<file path="src/rtl/jfp_pkg.sv">
// Shared types and constants for the Jacobi four-point sweep core.
package jfp_pkg;

    // Width of the row and column tags on the result channel
    localparam int OUT_IDX_W = 5;

    // Per-item classification passed from the front end to the back end
    typedef struct packed {
        logic                 emit_interior;  // interior cell above is finished
        logic                 emit_boundary;  // the arriving cell is a boundary cell
        logic                 frame_end;      // arriving cell is the last of the frame
        logic [OUT_IDX_W-1:0] row;            // row of the arriving cell
        logic [OUT_IDX_W-1:0] col;            // column of the arriving cell
    } jfp_tag_t;

    localparam int TAG_W = $bits(jfp_tag_t);

endpackage

</file>
<file path="src/rtl/jfp_in_if.sv">
// Input stream channel: one grid cell value per transfer.
interface jfp_in_if #(
    parameter int VALUE_WIDTH = 16
);
    logic                   valid;
    logic                   ready;
    logic [VALUE_WIDTH-1:0] cell_value;

    modport source (output valid, output cell_value, input ready);
    modport sink   (input valid, input cell_value, output ready);
endinterface

</file>
<file path="src/rtl/jfp_out_if.sv">
// Result stream channel: one updated cell with its position and frame status per transfer.
interface jfp_out_if #(
    parameter int VALUE_WIDTH = 16
);
    import jfp_pkg::*;

    logic                   valid;
    logic                   ready;
    logic [OUT_IDX_W-1:0]   cell_row;
    logic [OUT_IDX_W-1:0]   cell_col;
    logic [VALUE_WIDTH-1:0] new_value;
    logic [VALUE_WIDTH-1:0] max_increase;
    logic                   run_last;
    logic                   frame_done;

    modport source (
        output valid, output cell_row, output cell_col, output new_value,
        output max_increase, output run_last, output frame_done, input ready
    );
    modport sink (
        input valid, input cell_row, input cell_col, input new_value,
        input max_increase, input run_last, input frame_done, output ready
    );
endinterface

</file>
<file path="src/rtl/jfp_ram.sv">
// Generic simple dual-port RAM: one write port, one read port with registered read data.
module jfp_ram #(
    parameter int WIDTH = 16,
    parameter int DEPTH = 32
) (
    input  logic                                       clk,
    input  logic                                       we,
    input  logic [((DEPTH > 1) ? $clog2(DEPTH) : 1)-1:0] waddr,
    input  logic [WIDTH-1:0]                           wdata,
    input  logic                                       re,
    input  logic [((DEPTH > 1) ? $clog2(DEPTH) : 1)-1:0] raddr,
    output logic [WIDTH-1:0]                           rdata
);
    logic [WIDTH-1:0] mem_reg [DEPTH];
    logic [WIDTH-1:0] rdata_reg;

    // Write port
    always_ff @(posedge clk)
    begin
        if (we)
        begin
            mem_reg[waddr] <= wdata;
        end
    end

    // Registered read port
    always_ff @(posedge clk)
    begin
        if (re)
        begin
            rdata_reg <= mem_reg[raddr];
        end
    end

    assign rdata = rdata_reg;
endmodule

</file>
<file path="src/rtl/jfp_front.sv">
// Front end: raster counters, line stores, stencil sum and result classification.
module jfp_front #(
    parameter int GRID_SIDE   = 32,
    parameter int VALUE_WIDTH = 16
) (
    input  logic                   clk,
    input  logic                   rst_n,
    jfp_in_if.sink                 in_ch,
    output logic                   push_valid,
    input  logic                   push_ready,
    output jfp_pkg::jfp_tag_t      push_tag,
    output logic [VALUE_WIDTH-1:0] push_old,
    output logic [VALUE_WIDTH-1:0] push_new,
    output logic [VALUE_WIDTH-1:0] push_inc
);
    import jfp_pkg::*;

    localparam int IDX_W = (GRID_SIDE > 1) ? $clog2(GRID_SIDE) : 1;
    localparam int SUM_W = VALUE_WIDTH + 2;
    localparam logic [IDX_W-1:0] LAST_IDX = IDX_W'(GRID_SIDE - 1);

    // Raster position of the next cell
    logic [IDX_W-1:0] row_reg, row_next;
    logic [IDX_W-1:0] col_reg, col_next;

    // Compute stage holding one accepted cell
    logic                   s1_valid_reg, s1_valid_next;
    logic [IDX_W-1:0]       s1_row_reg;
    logic [IDX_W-1:0]       s1_col_reg;
    logic [VALUE_WIDTH-1:0] s1_value_reg;

    // Sliding window over the row above: (r-1,c) and (r-1,c-1)
    logic [VALUE_WIDTH-1:0] above_reg;
    logic [VALUE_WIDTH-1:0] left_reg;

    logic [VALUE_WIDTH-1:0] rd_right;   // (r-1,c+1) from line store A
    logic [VALUE_WIDTH-1:0] rd_up2;     // (r-2,c) from line store B
    logic [IDX_W-1:0]       right_addr;

    logic                   accept;
    logic                   s1_fire;
    logic                   is_interior;
    logic                   is_boundary;
    logic                   is_frame_end;
    logic [SUM_W-1:0]       stencil_sum;
    logic [VALUE_WIDTH-1:0] relaxed;

    assign accept      = in_ch.valid && in_ch.ready;
    assign in_ch.ready = !s1_valid_reg || s1_fire;

    // Classification of the cell in the compute stage
    assign is_interior  = (s1_row_reg >= IDX_W'(2)) && (s1_col_reg != '0)
                          && (s1_col_reg != LAST_IDX);
    assign is_boundary  = (s1_row_reg == '0) || (s1_row_reg == LAST_IDX)
                          || (s1_col_reg == '0) || (s1_col_reg == LAST_IDX);
    assign is_frame_end = (s1_row_reg == LAST_IDX) && (s1_col_reg == LAST_IDX);

    assign push_valid = s1_valid_reg && (is_interior || is_boundary);
    assign s1_fire    = s1_valid_reg && (!(is_interior || is_boundary) || push_ready);

    // Four-point average of the cell above, truncated
    assign stencil_sum = SUM_W'(left_reg) + SUM_W'(rd_right)
                       + SUM_W'(rd_up2) + SUM_W'(s1_value_reg);
    assign relaxed     = stencil_sum[SUM_W-1:2];

    assign push_tag.emit_interior = is_interior;
    assign push_tag.emit_boundary = is_boundary;
    assign push_tag.frame_end     = is_frame_end;
    assign push_tag.row           = OUT_IDX_W'(s1_row_reg);
    assign push_tag.col           = OUT_IDX_W'(s1_col_reg);
    assign push_old               = s1_value_reg;
    assign push_new               = relaxed;
    assign push_inc               = (relaxed > above_reg) ? (relaxed - above_reg) : '0;

    // Line store A reads one column ahead; wraps to column 0 at the row end
    assign right_addr = (col_reg == LAST_IDX) ? '0 : (col_reg + IDX_W'(1));

    // Line store A: row r-1, written by arriving cells
    jfp_ram #(
        .WIDTH (VALUE_WIDTH),
        .DEPTH (GRID_SIDE)
    ) u_line_a (
        .clk   (clk),
        .we    (accept),
        .waddr (col_reg),
        .wdata (in_ch.cell_value),
        .re    (accept),
        .raddr (right_addr),
        .rdata (rd_right)
    );

    // Line store B: row r-2, fed from the window as cells leave the compute stage
    jfp_ram #(
        .WIDTH (VALUE_WIDTH),
        .DEPTH (GRID_SIDE)
    ) u_line_b (
        .clk   (clk),
        .we    (s1_fire),
        .waddr (s1_col_reg),
        .wdata (above_reg),
        .re    (accept),
        .raddr (col_reg),
        .rdata (rd_up2)
    );

    // Next position and stage occupancy
    always_comb
    begin
        row_next      = row_reg;
        col_next      = col_reg;
        s1_valid_next = s1_valid_reg;
        if (s1_fire)
        begin
            s1_valid_next = 1'b0;
        end
        if (accept)
        begin
            s1_valid_next = 1'b1;
            if (col_reg == LAST_IDX)
            begin
                col_next = '0;
                row_next = (row_reg == LAST_IDX) ? '0 : (row_reg + IDX_W'(1));
            end
            else
            begin
                col_next = col_reg + IDX_W'(1);
            end
        end
    end

    // Control registers
    always_ff @(posedge clk or negedge rst_n)
    begin
        if (!rst_n)
        begin
            row_reg      <= '0;
            col_reg      <= '0;
            s1_valid_reg <= 1'b0;
        end
        else
        begin
            row_reg      <= row_next;
            col_reg      <= col_next;
            s1_valid_reg <= s1_valid_next;
        end
    end

    // Stage payload and window registers
    always_ff @(posedge clk)
    begin
        if (accept)
        begin
            s1_row_reg   <= row_reg;
            s1_col_reg   <= col_reg;
            s1_value_reg <= in_ch.cell_value;
        end
        if (s1_fire)
        begin
            above_reg <= rd_right;
            left_reg  <= above_reg;
        end
    end
endmodule

</file>
<file path="src/rtl/jfp_queue.sv">
// Small register FIFO decoupling the front end from the back end.
module jfp_queue #(
    parameter int DATA_W = 64,
    parameter int DEPTH  = 4
) (
    input  logic              clk,
    input  logic              rst_n,
    input  logic              push_valid,
    output logic              push_ready,
    input  logic [DATA_W-1:0] push_data,
    output logic              head_valid,
    input  logic              pop,
    output logic [DATA_W-1:0] head_data
);
    localparam int PTR_W = (DEPTH > 1) ? $clog2(DEPTH) : 1;
    localparam int CNT_W = $clog2(DEPTH + 1);
    localparam logic [PTR_W-1:0] LAST_PTR = PTR_W'(DEPTH - 1);
    localparam logic [CNT_W-1:0] FULL_CNT = CNT_W'(DEPTH);

    logic [DATA_W-1:0] entry_reg [DEPTH];
    logic [PTR_W-1:0]  wr_ptr_reg, wr_ptr_next;
    logic [PTR_W-1:0]  rd_ptr_reg, rd_ptr_next;
    logic [CNT_W-1:0]  count_reg, count_next;
    logic              do_push;
    logic              do_pop;

    assign push_ready = (count_reg != FULL_CNT);
    assign head_valid = (count_reg != '0);
    assign head_data  = entry_reg[rd_ptr_reg];
    assign do_push    = push_valid && push_ready;
    assign do_pop     = pop && head_valid;

    // Pointer and fill updates
    always_comb
    begin
        wr_ptr_next = wr_ptr_reg;
        rd_ptr_next = rd_ptr_reg;
        count_next  = count_reg;
        if (do_push)
        begin
            wr_ptr_next = (wr_ptr_reg == LAST_PTR) ? '0 : (wr_ptr_reg + PTR_W'(1));
        end
        if (do_pop)
        begin
            rd_ptr_next = (rd_ptr_reg == LAST_PTR) ? '0 : (rd_ptr_reg + PTR_W'(1));
        end
        if (do_push && !do_pop)
        begin
            count_next = count_reg + CNT_W'(1);
        end
        else if (do_pop && !do_push)
        begin
            count_next = count_reg - CNT_W'(1);
        end
    end

    always_ff @(posedge clk or negedge rst_n)
    begin
        if (!rst_n)
        begin
            wr_ptr_reg <= '0;
            rd_ptr_reg <= '0;
            count_reg  <= '0;
        end
        else
        begin
            wr_ptr_reg <= wr_ptr_next;
            rd_ptr_reg <= rd_ptr_next;
            count_reg  <= count_next;
        end
    end

    // Entry storage
    always_ff @(posedge clk)
    begin
        if (do_push)
        begin
            entry_reg[wr_ptr_reg] <= push_data;
        end
    end
endmodule

</file>
<file path="src/rtl/jfp_back.sv">
// Back end: splits each queued item into its results, tracks the frame's largest increase.
module jfp_back #(
    parameter int VALUE_WIDTH = 16
) (
    input  logic                   clk,
    input  logic                   rst_n,
    input  logic                   head_valid,
    input  jfp_pkg::jfp_tag_t      head_tag,
    input  logic [VALUE_WIDTH-1:0] head_old,
    input  logic [VALUE_WIDTH-1:0] head_new,
    input  logic [VALUE_WIDTH-1:0] head_inc,
    output logic                   pop,
    jfp_out_if.source              out_ch
);
    import jfp_pkg::*;

    logic                   phase_reg, phase_next;       // interior part already sent
    logic [VALUE_WIDTH-1:0] run_max_reg, run_max_next;
    logic                   out_valid_reg, out_valid_next;
    logic [OUT_IDX_W-1:0]   row_reg, row_next;
    logic [OUT_IDX_W-1:0]   col_reg, col_next;
    logic [VALUE_WIDTH-1:0] value_reg, value_next;
    logic [VALUE_WIDTH-1:0] max_reg, max_next;
    logic                   last_reg, last_next;
    logic                   done_reg, done_next;
    logic [VALUE_WIDTH-1:0] raised_max;
    logic                   load;

    assign load       = head_valid && (!out_valid_reg || out_ch.ready);
    assign raised_max = (head_inc > run_max_reg) ? head_inc : run_max_reg;

    // Result selection and maximum tracking
    always_comb
    begin
        phase_next     = phase_reg;
        run_max_next   = run_max_reg;
        out_valid_next = out_valid_reg && !out_ch.ready;
        row_next       = row_reg;
        col_next       = col_reg;
        value_next     = value_reg;
        max_next       = max_reg;
        last_next      = last_reg;
        done_next      = done_reg;
        pop            = 1'b0;
        if (load)
        begin
            out_valid_next = 1'b1;
            priority if (head_tag.emit_interior && !phase_reg)
            begin
                // relaxed cell one row above the arriving cell
                row_next     = head_tag.row - OUT_IDX_W'(1);
                col_next     = head_tag.col;
                value_next   = head_new;
                max_next     = raised_max;
                run_max_next = raised_max;
                last_next    = !head_tag.emit_boundary;
                done_next    = 1'b0;
                if (head_tag.emit_boundary)
                begin
                    phase_next = 1'b1;
                end
                else
                begin
                    pop = 1'b1;
                end
            end
            else
            begin
                // boundary cell passes through
                row_next   = head_tag.row;
                col_next   = head_tag.col;
                value_next = head_old;
                max_next   = run_max_reg;
                last_next  = 1'b1;
                done_next  = head_tag.frame_end;
                phase_next = 1'b0;
                pop        = 1'b1;
                if (head_tag.frame_end)
                begin
                    run_max_next = '0;
                end
            end
        end
    end

    always_ff @(posedge clk or negedge rst_n)
    begin
        if (!rst_n)
        begin
            phase_reg     <= 1'b0;
            run_max_reg   <= '0;
            out_valid_reg <= 1'b0;
        end
        else
        begin
            phase_reg     <= phase_next;
            run_max_reg   <= run_max_next;
            out_valid_reg <= out_valid_next;
        end
    end

    // Output payload register
    always_ff @(posedge clk)
    begin
        row_reg   <= row_next;
        col_reg   <= col_next;
        value_reg <= value_next;
        max_reg   <= max_next;
        last_reg  <= last_next;
        done_reg  <= done_next;
    end

    assign out_ch.valid        = out_valid_reg;
    assign out_ch.cell_row     = row_reg;
    assign out_ch.cell_col     = col_reg;
    assign out_ch.new_value    = value_reg;
    assign out_ch.max_increase = max_reg;
    assign out_ch.run_last     = last_reg;
    assign out_ch.frame_done   = done_reg;
endmodule

</file>
<file path="src/rtl/jacobi_four_point_sweep_core.sv">
// Streaming Jacobi relaxation core, four-point Laplace stencil over a square grid.
//
// in_ch carries one Q8.8 cell value per transfer in raster order, column 0 first.
// out_ch carries results tagged with row and column. Boundary cells come out as they
// arrive; interior cell (r,c) comes out once cell (r+1,c) has been taken in. A cell in
// the last row gives up to two results: the relaxed cell above it, then itself.
// max_increase is the largest positive new-minus-old so far in the frame; frame_done
// marks the result for the last grid cell, after which the maximum restarts at zero.
// Throughput: one cell per clock while the queue has room. The output register sends one
// result per clock while out_ch is ready, so a two-result cell holds the queue head for
// both; the four-entry queue between the front and back ends absorbs short runs of these,
// and along the last row in_ch slows down once the queue is full. A result is registered
// in the compute stage with the line store reads, then in a queue entry, then in the
// output register before it shows on out_ch. Reset clears the raster position, queue,
// output valid and maximum; the line stores are not cleared, since unwritten entries
// are read only for cells whose results do not use them. While out_ch stalls the output
// register holds; in_ch keeps taking cells until the queue and the compute stage are
// full, then its ready drops.
module jacobi_four_point_sweep_core #(
    parameter int GRID_SIDE   = 32,
    parameter int VALUE_WIDTH = 16
) (
    input  logic      clk,
    input  logic      rst_n,
    jfp_in_if.sink    in_ch,
    jfp_out_if.source out_ch
);
    import jfp_pkg::*;

    localparam int QUEUE_DEPTH = 4;
    localparam int Q_DATA_W    = TAG_W + 3 * VALUE_WIDTH;

    logic                   push_valid;
    logic                   push_ready;
    jfp_tag_t               push_tag;
    logic [VALUE_WIDTH-1:0] push_old;
    logic [VALUE_WIDTH-1:0] push_new;
    logic [VALUE_WIDTH-1:0] push_inc;
    logic [Q_DATA_W-1:0]    push_data;
    logic                   head_valid;
    logic                   pop;
    logic [Q_DATA_W-1:0]    head_data;
    jfp_tag_t               head_tag;
    logic [VALUE_WIDTH-1:0] head_old;
    logic [VALUE_WIDTH-1:0] head_new;
    logic [VALUE_WIDTH-1:0] head_inc;

    jfp_front #(
        .GRID_SIDE   (GRID_SIDE),
        .VALUE_WIDTH (VALUE_WIDTH)
    ) u_front (
        .clk        (clk),
        .rst_n      (rst_n),
        .in_ch      (in_ch),
        .push_valid (push_valid),
        .push_ready (push_ready),
        .push_tag   (push_tag),
        .push_old   (push_old),
        .push_new   (push_new),
        .push_inc   (push_inc)
    );

    // Queue entry packing: tag, old value, relaxed value, increase
    assign push_data = {push_tag, push_old, push_new, push_inc};
    assign head_tag  = jfp_tag_t'(head_data[Q_DATA_W-1 -: TAG_W]);
    assign head_old  = head_data[3*VALUE_WIDTH-1 -: VALUE_WIDTH];
    assign head_new  = head_data[2*VALUE_WIDTH-1 -: VALUE_WIDTH];
    assign head_inc  = head_data[VALUE_WIDTH-1:0];

    jfp_queue #(
        .DATA_W (Q_DATA_W),
        .DEPTH  (QUEUE_DEPTH)
    ) u_queue (
        .clk        (clk),
        .rst_n      (rst_n),
        .push_valid (push_valid),
        .push_ready (push_ready),
        .push_data  (push_data),
        .head_valid (head_valid),
        .pop        (pop),
        .head_data  (head_data)
    );

    jfp_back #(
        .VALUE_WIDTH (VALUE_WIDTH)
    ) u_back (
        .clk        (clk),
        .rst_n      (rst_n),
        .head_valid (head_valid),
        .head_tag   (head_tag),
        .head_old   (head_old),
        .head_new   (head_new),
        .head_inc   (head_inc),
        .pop        (pop),
        .out_ch     (out_ch)
    );
endmodule

</file>
<file path="src/flat_wrapper.sv">
// flat-port wrapper written by rule: the top's interface ports become plain ports
module jacobi_four_point_sweep_core_flat import jfp_pkg::*;
#(
    parameter int GRID_SIDE   = 32,
    parameter int VALUE_WIDTH = 16
)
  (clk, rst_n, in_ch_valid, in_ch_cell_value, in_ch_ready, out_ch_valid, out_ch_cell_row, out_ch_cell_col, out_ch_new_value, out_ch_max_increase, out_ch_run_last, out_ch_frame_done, out_ch_ready);
  jfp_in_if #(.VALUE_WIDTH(VALUE_WIDTH)) in_ch_i ();
  jfp_out_if #(.VALUE_WIDTH(VALUE_WIDTH)) out_ch_i ();
  input  logic clk;
  input  logic rst_n;
  input wire logic [$bits(in_ch_i.valid)-1:0] in_ch_valid;
  input wire logic [$bits(in_ch_i.cell_value)-1:0] in_ch_cell_value;
  output wire logic [$bits(in_ch_i.ready)-1:0] in_ch_ready;
  output wire logic [$bits(out_ch_i.valid)-1:0] out_ch_valid;
  output wire logic [$bits(out_ch_i.cell_row)-1:0] out_ch_cell_row;
  output wire logic [$bits(out_ch_i.cell_col)-1:0] out_ch_cell_col;
  output wire logic [$bits(out_ch_i.new_value)-1:0] out_ch_new_value;
  output wire logic [$bits(out_ch_i.max_increase)-1:0] out_ch_max_increase;
  output wire logic [$bits(out_ch_i.run_last)-1:0] out_ch_run_last;
  output wire logic [$bits(out_ch_i.frame_done)-1:0] out_ch_frame_done;
  input wire logic [$bits(out_ch_i.ready)-1:0] out_ch_ready;
  assign in_ch_i.valid = in_ch_valid;
  assign in_ch_i.cell_value = in_ch_cell_value;
  assign in_ch_ready = in_ch_i.ready;
  assign out_ch_valid = out_ch_i.valid;
  assign out_ch_cell_row = out_ch_i.cell_row;
  assign out_ch_cell_col = out_ch_i.cell_col;
  assign out_ch_new_value = out_ch_i.new_value;
  assign out_ch_max_increase = out_ch_i.max_increase;
  assign out_ch_run_last = out_ch_i.run_last;
  assign out_ch_frame_done = out_ch_i.frame_done;
  assign out_ch_i.ready = out_ch_ready;
  jacobi_four_point_sweep_core #(.GRID_SIDE(GRID_SIDE), .VALUE_WIDTH(VALUE_WIDTH)) u_core (.clk(clk), .rst_n(rst_n), .in_ch(in_ch_i), .out_ch(out_ch_i));
endmodule
</file>
<file path="config.mk">
export PLATFORM = sky130hd
export DESIGN_NAME = jacobi_four_point_sweep_core_flat
export DESIGN_NICKNAME = d
export VERILOG_FILES = /design/src/rtl/jfp_pkg.sv /design/src/rtl/jfp_in_if.sv /design/src/rtl/jfp_out_if.sv /design/src/rtl/jfp_ram.sv /design/src/rtl/jfp_front.sv /design/src/rtl/jfp_queue.sv /design/src/rtl/jfp_back.sv /design/src/rtl/jacobi_four_point_sweep_core.sv /design/src/flat_wrapper.sv
export SDC_FILE = /design/constraint.sdc
export NUM_CORES = 2
export LEC_CHECK = 0
export BUFFER_PORTS_ARGS = -buffer_cell sky130_fd_sc_hd__buf_2
export CAP_MARGIN = 40
export CORE_UTILIZATION = 35
export DETAILED_ROUTE_END_ITERATION = 7
export PLACE_DENSITY = 0.53
export SYNTH_ARGS = -nofsm -noshare
export SYNTH_HDL_FRONTEND = slang
export SYNTH_HIERARCHICAL = 1
export SYNTH_SLANG_ARGS = --single-unit
</file>
<file path="constraint.sdc">
create_clock -name clk -period 5.91 [get_ports clk]
set_input_delay 1.4775 -clock clk [delete_from_list [all_inputs] [get_ports clk]]
set_output_delay 1.4775 -clock clk [all_outputs]
set_load 0.03 [all_outputs]
</file>
==> summary.md <==
| Metric | Value |
|---|---|
| Netlist cell types | `73` |
| Drt first pass iters | `7` |
| Layout cells sized above 1 | `0.149` |
| Die Footprint | `169000 sq um` |
| Hold_buf cts | `0` |
| Ys flop type | `edfxtp_1` |
| Core box area | `166000 sq um` |
| Avg WL per Cell | `23.7 um` |
| Setup Fix Bufs, Post-CTS | `0` |
| Syn_nets | `3465` |
| Max Transition Viols Final | `0` |
| Hold path endpoint | `u_core/u_front/above_reg[4]` |
| First-pass GRT wire length | `204000 um` |
| DIE WIDTH | `411 um` |
| DR iter-0 viols | `2163` |
| Num CTS Buffers | `154` |
| Final setup TNS | `0 ps` |
| Async SR Flop Fraction | `0.0250` |
| Status | `finished clean` |
| Clock skew | `38.3 ps` |
| Final setup violation count | `0` |
| Boundary Pins | `66` |
| Global placer's final weighted congestion | `0.796` |
| Worst setup SP type | `flip-flop` |
| Post-CTS Resized | `0` |
| Fraction of the mapped netlist area in adder cells | `0.0240` |
| Synthesized cell area | `58600 sq um` |
| HP Class | `flip-flop to flip-flop` |
| Fin crit share | `0.919` |
| Post-Layout Cell Count | `5871` |
| Fmax | `0.184 GHz` |
| Hold Vio Cnt, Final | `0` |
| Core Rows | `149` |
| Yosys warns | `6` |
| Post-DP HPWL | `82900 um` |
| Reg2reg end | `u_core/u_queue/entry_reg[3][10]` |
| Vias in the first global route | `29.7k` |
| Worst EP required | `6440 ps` |
| Register Area | `43000 sq um` |
| Post-Synth Simple-Gate Area | `0.0410` |
| Multiplexer area fraction after synthesis | `0.117` |
| CP bufs+invs | `3` |
| Crit-path cells | `inv_1, fa_1, fa_1, inv_1, ha_1, nor2b_1, o31a_1, o21ai_0, a21oi_1, o41ai_1, xnor2_1, ha_1, nand2_1, o21a_1, o221ai_1, a221oi_1, a21o_1, buf_4, nor3_1` |
| R2R setup slack | `480 ps` |
| Largest net degree at the start of global routing | `124` |
| WS Path Type | `flip-flop to flip-flop` |
| Clk pin slew, worst setup/hold paths | `60 ps` |
| Cells after Synth | `3353` |
| Critical path origin | `u_core/u_front/push_old[3]` |
| Post-synthesis sequential area ratio | `0.734` |
| Grt ovf | `0` |
| Layout area overhead | `13.9%` |
| Overall routing resource usage | `0.163` |
| Fraction of the mapped netlist area in compound gates | `0.0485` |
| Max cap viols | `0` |
| Crit. End Element | `flip-flop` |
| Routed wire length | `139000 um` |
| Multi-input logic area | `13800 sq um` |
| PortBufs | `65` |
| CTS max path bufs | `3` |
| Syn Area/Cell | `17.5 sq um` |
| Final ANT Viol Nets | `0` |
| Largest family of logic cells by synthesized area | `multiplexers` |
| Crit path time final | `5430 ps` |
| Post-Place Cells | `5589` |
| Antenna violations before repair | `4` |
| Fill cells | `15.0k` |
| Via density | `5.04` |
| Hold path depth | `0` |
| Slowest CP cell | `fa_1` |
| Fin util | `0.403` |
| Commonest non-fill, non-tap cell in the layout | `edfxtp_1` |
| Worst Min Path Start | `u_core/u_front/u_line_a/rdata[4]` |
| DRC Markers | `0` |
| Initial Util | `0.354` |
| CTS H-tree lvls | `4` |
| Clock insertion delay at the later pin of the skew report | `780 ps` |
| CP top delay family | `adder cells` |
| Arrival time worst endpoint | `5960 ps` |
| # nets final | `3668` |
| Xor/xnor share of the synthesized area | `0.00478` |
| Most frequent cells in the layout | `edfxtp_1 (1402), mux2i_1 (513), clkbuf_16 (155)` |
| RSZ-0062 raised after global routing | `no` |
| Slowest stage delay, CP | `510 ps` |
| CTS tree | `built` |
| Worst R2R Path Depth | `19` |
| EDFF count, synth | `1402` |
| Sink Count | `1438` |
| Clock Tree Root | `clkbuf_16` |
| Die H | `411 um` |
| Slew HR | `0.348` |
| Register bit total from synthesis | `1438` |
| CP Max Fanout | `16` |
| Vias | `29.6k` |
| R2R Path Start | `u_core/u_front/push_old[3]` |
| Pin slew with the least headroom to its limit | `978 ps` |
per-layer routing:
metal,wire length (um),global-route usage,vias to the layer above
met1,63500,0.227,15300
met2,66700,0.263,558
li1,-,-,13500
met3,5290,0.0250,192
met4,3410,0.0508,6
met5,40,0,-
cells by family (layout without fill, tap and decap cells):
family	Yosys count	in the layout
AOI/OAI and AO/OA	406	406
xor gates and xnor gates	32	32
adders and majority gates	92	92
buffers and inverters	291	618
DFF	1438	1438
muxes	602	602
other	0	2
and+or+nand+nor	492	492
worst max-delay path by stage:
stage,to,slack [ps],depth (start not counted)
final,u_core/u_queue/entry_reg[3][10],480,19
after global routing,u_core/u_queue/entry_reg[3][10],30,19
after CTS,u_core/u_queue/entry_reg[2][9],290,19
after detailed placement,u_core/u_queue/entry_reg[2][9],310,19
after global placement,u_core/u_queue/entry_reg[0][9],440,19
after floorplan,u_core/u_queue/entry_reg[0][11],1050,19
area by class of cell:
class	instances	share of cell area
Antenna cell	2	0.0000750
Inverter	131	0.00737
Clock buffer	187	0.0599
Multi-Input combinational cell	1624	0.207
Timing Repair Buffer	207	0.0224
Tap cell	2189	0.0410
Clock inverter	93	0.0175
Sequential cell	1438	0.645
synthesized netlist by cell type, types with 12 or more instances:
cell      number  area, sq um
edfxtp_1    1402        42100
mux2i_1      513         5130
nand2_1      149          559
inv_1        131          492
a22oi_1      128          961
nor2_1       112          420
a21oi_1       96          480
a22o_1        80          701
nand3_1       74          370
ha_1          58          726
mux4_2        58         1310
buf_2         45          225
buf_4         42          315
nor3_1        42          210
a31oi_1       38          238
nand4_1       38          238
dfrtp_1       36          901
fa_1          34          681
clkbuf_1      28          105
mux2_2        27          304
o21ai_0       24          120
xnor2_1       17          149
buf_12        16          320
buf_6         16          180
xor2_1        15          131
buf_8         12          180
nand2b_1      12         75.1
through the flow:
stage	worst slack, ps	hold WS, ps	area (sq um)
final	478	448	66700
after global routing	32.8	447	66700
after CTS	292	450	66700
after detailed placement	315	438	61600
after global placement	438	432	61500
after floorplan	1050	426	58600
Power is not shown: default switching activity piles up to over one toggle a cycle in this logic, so the estimate is an artifact.
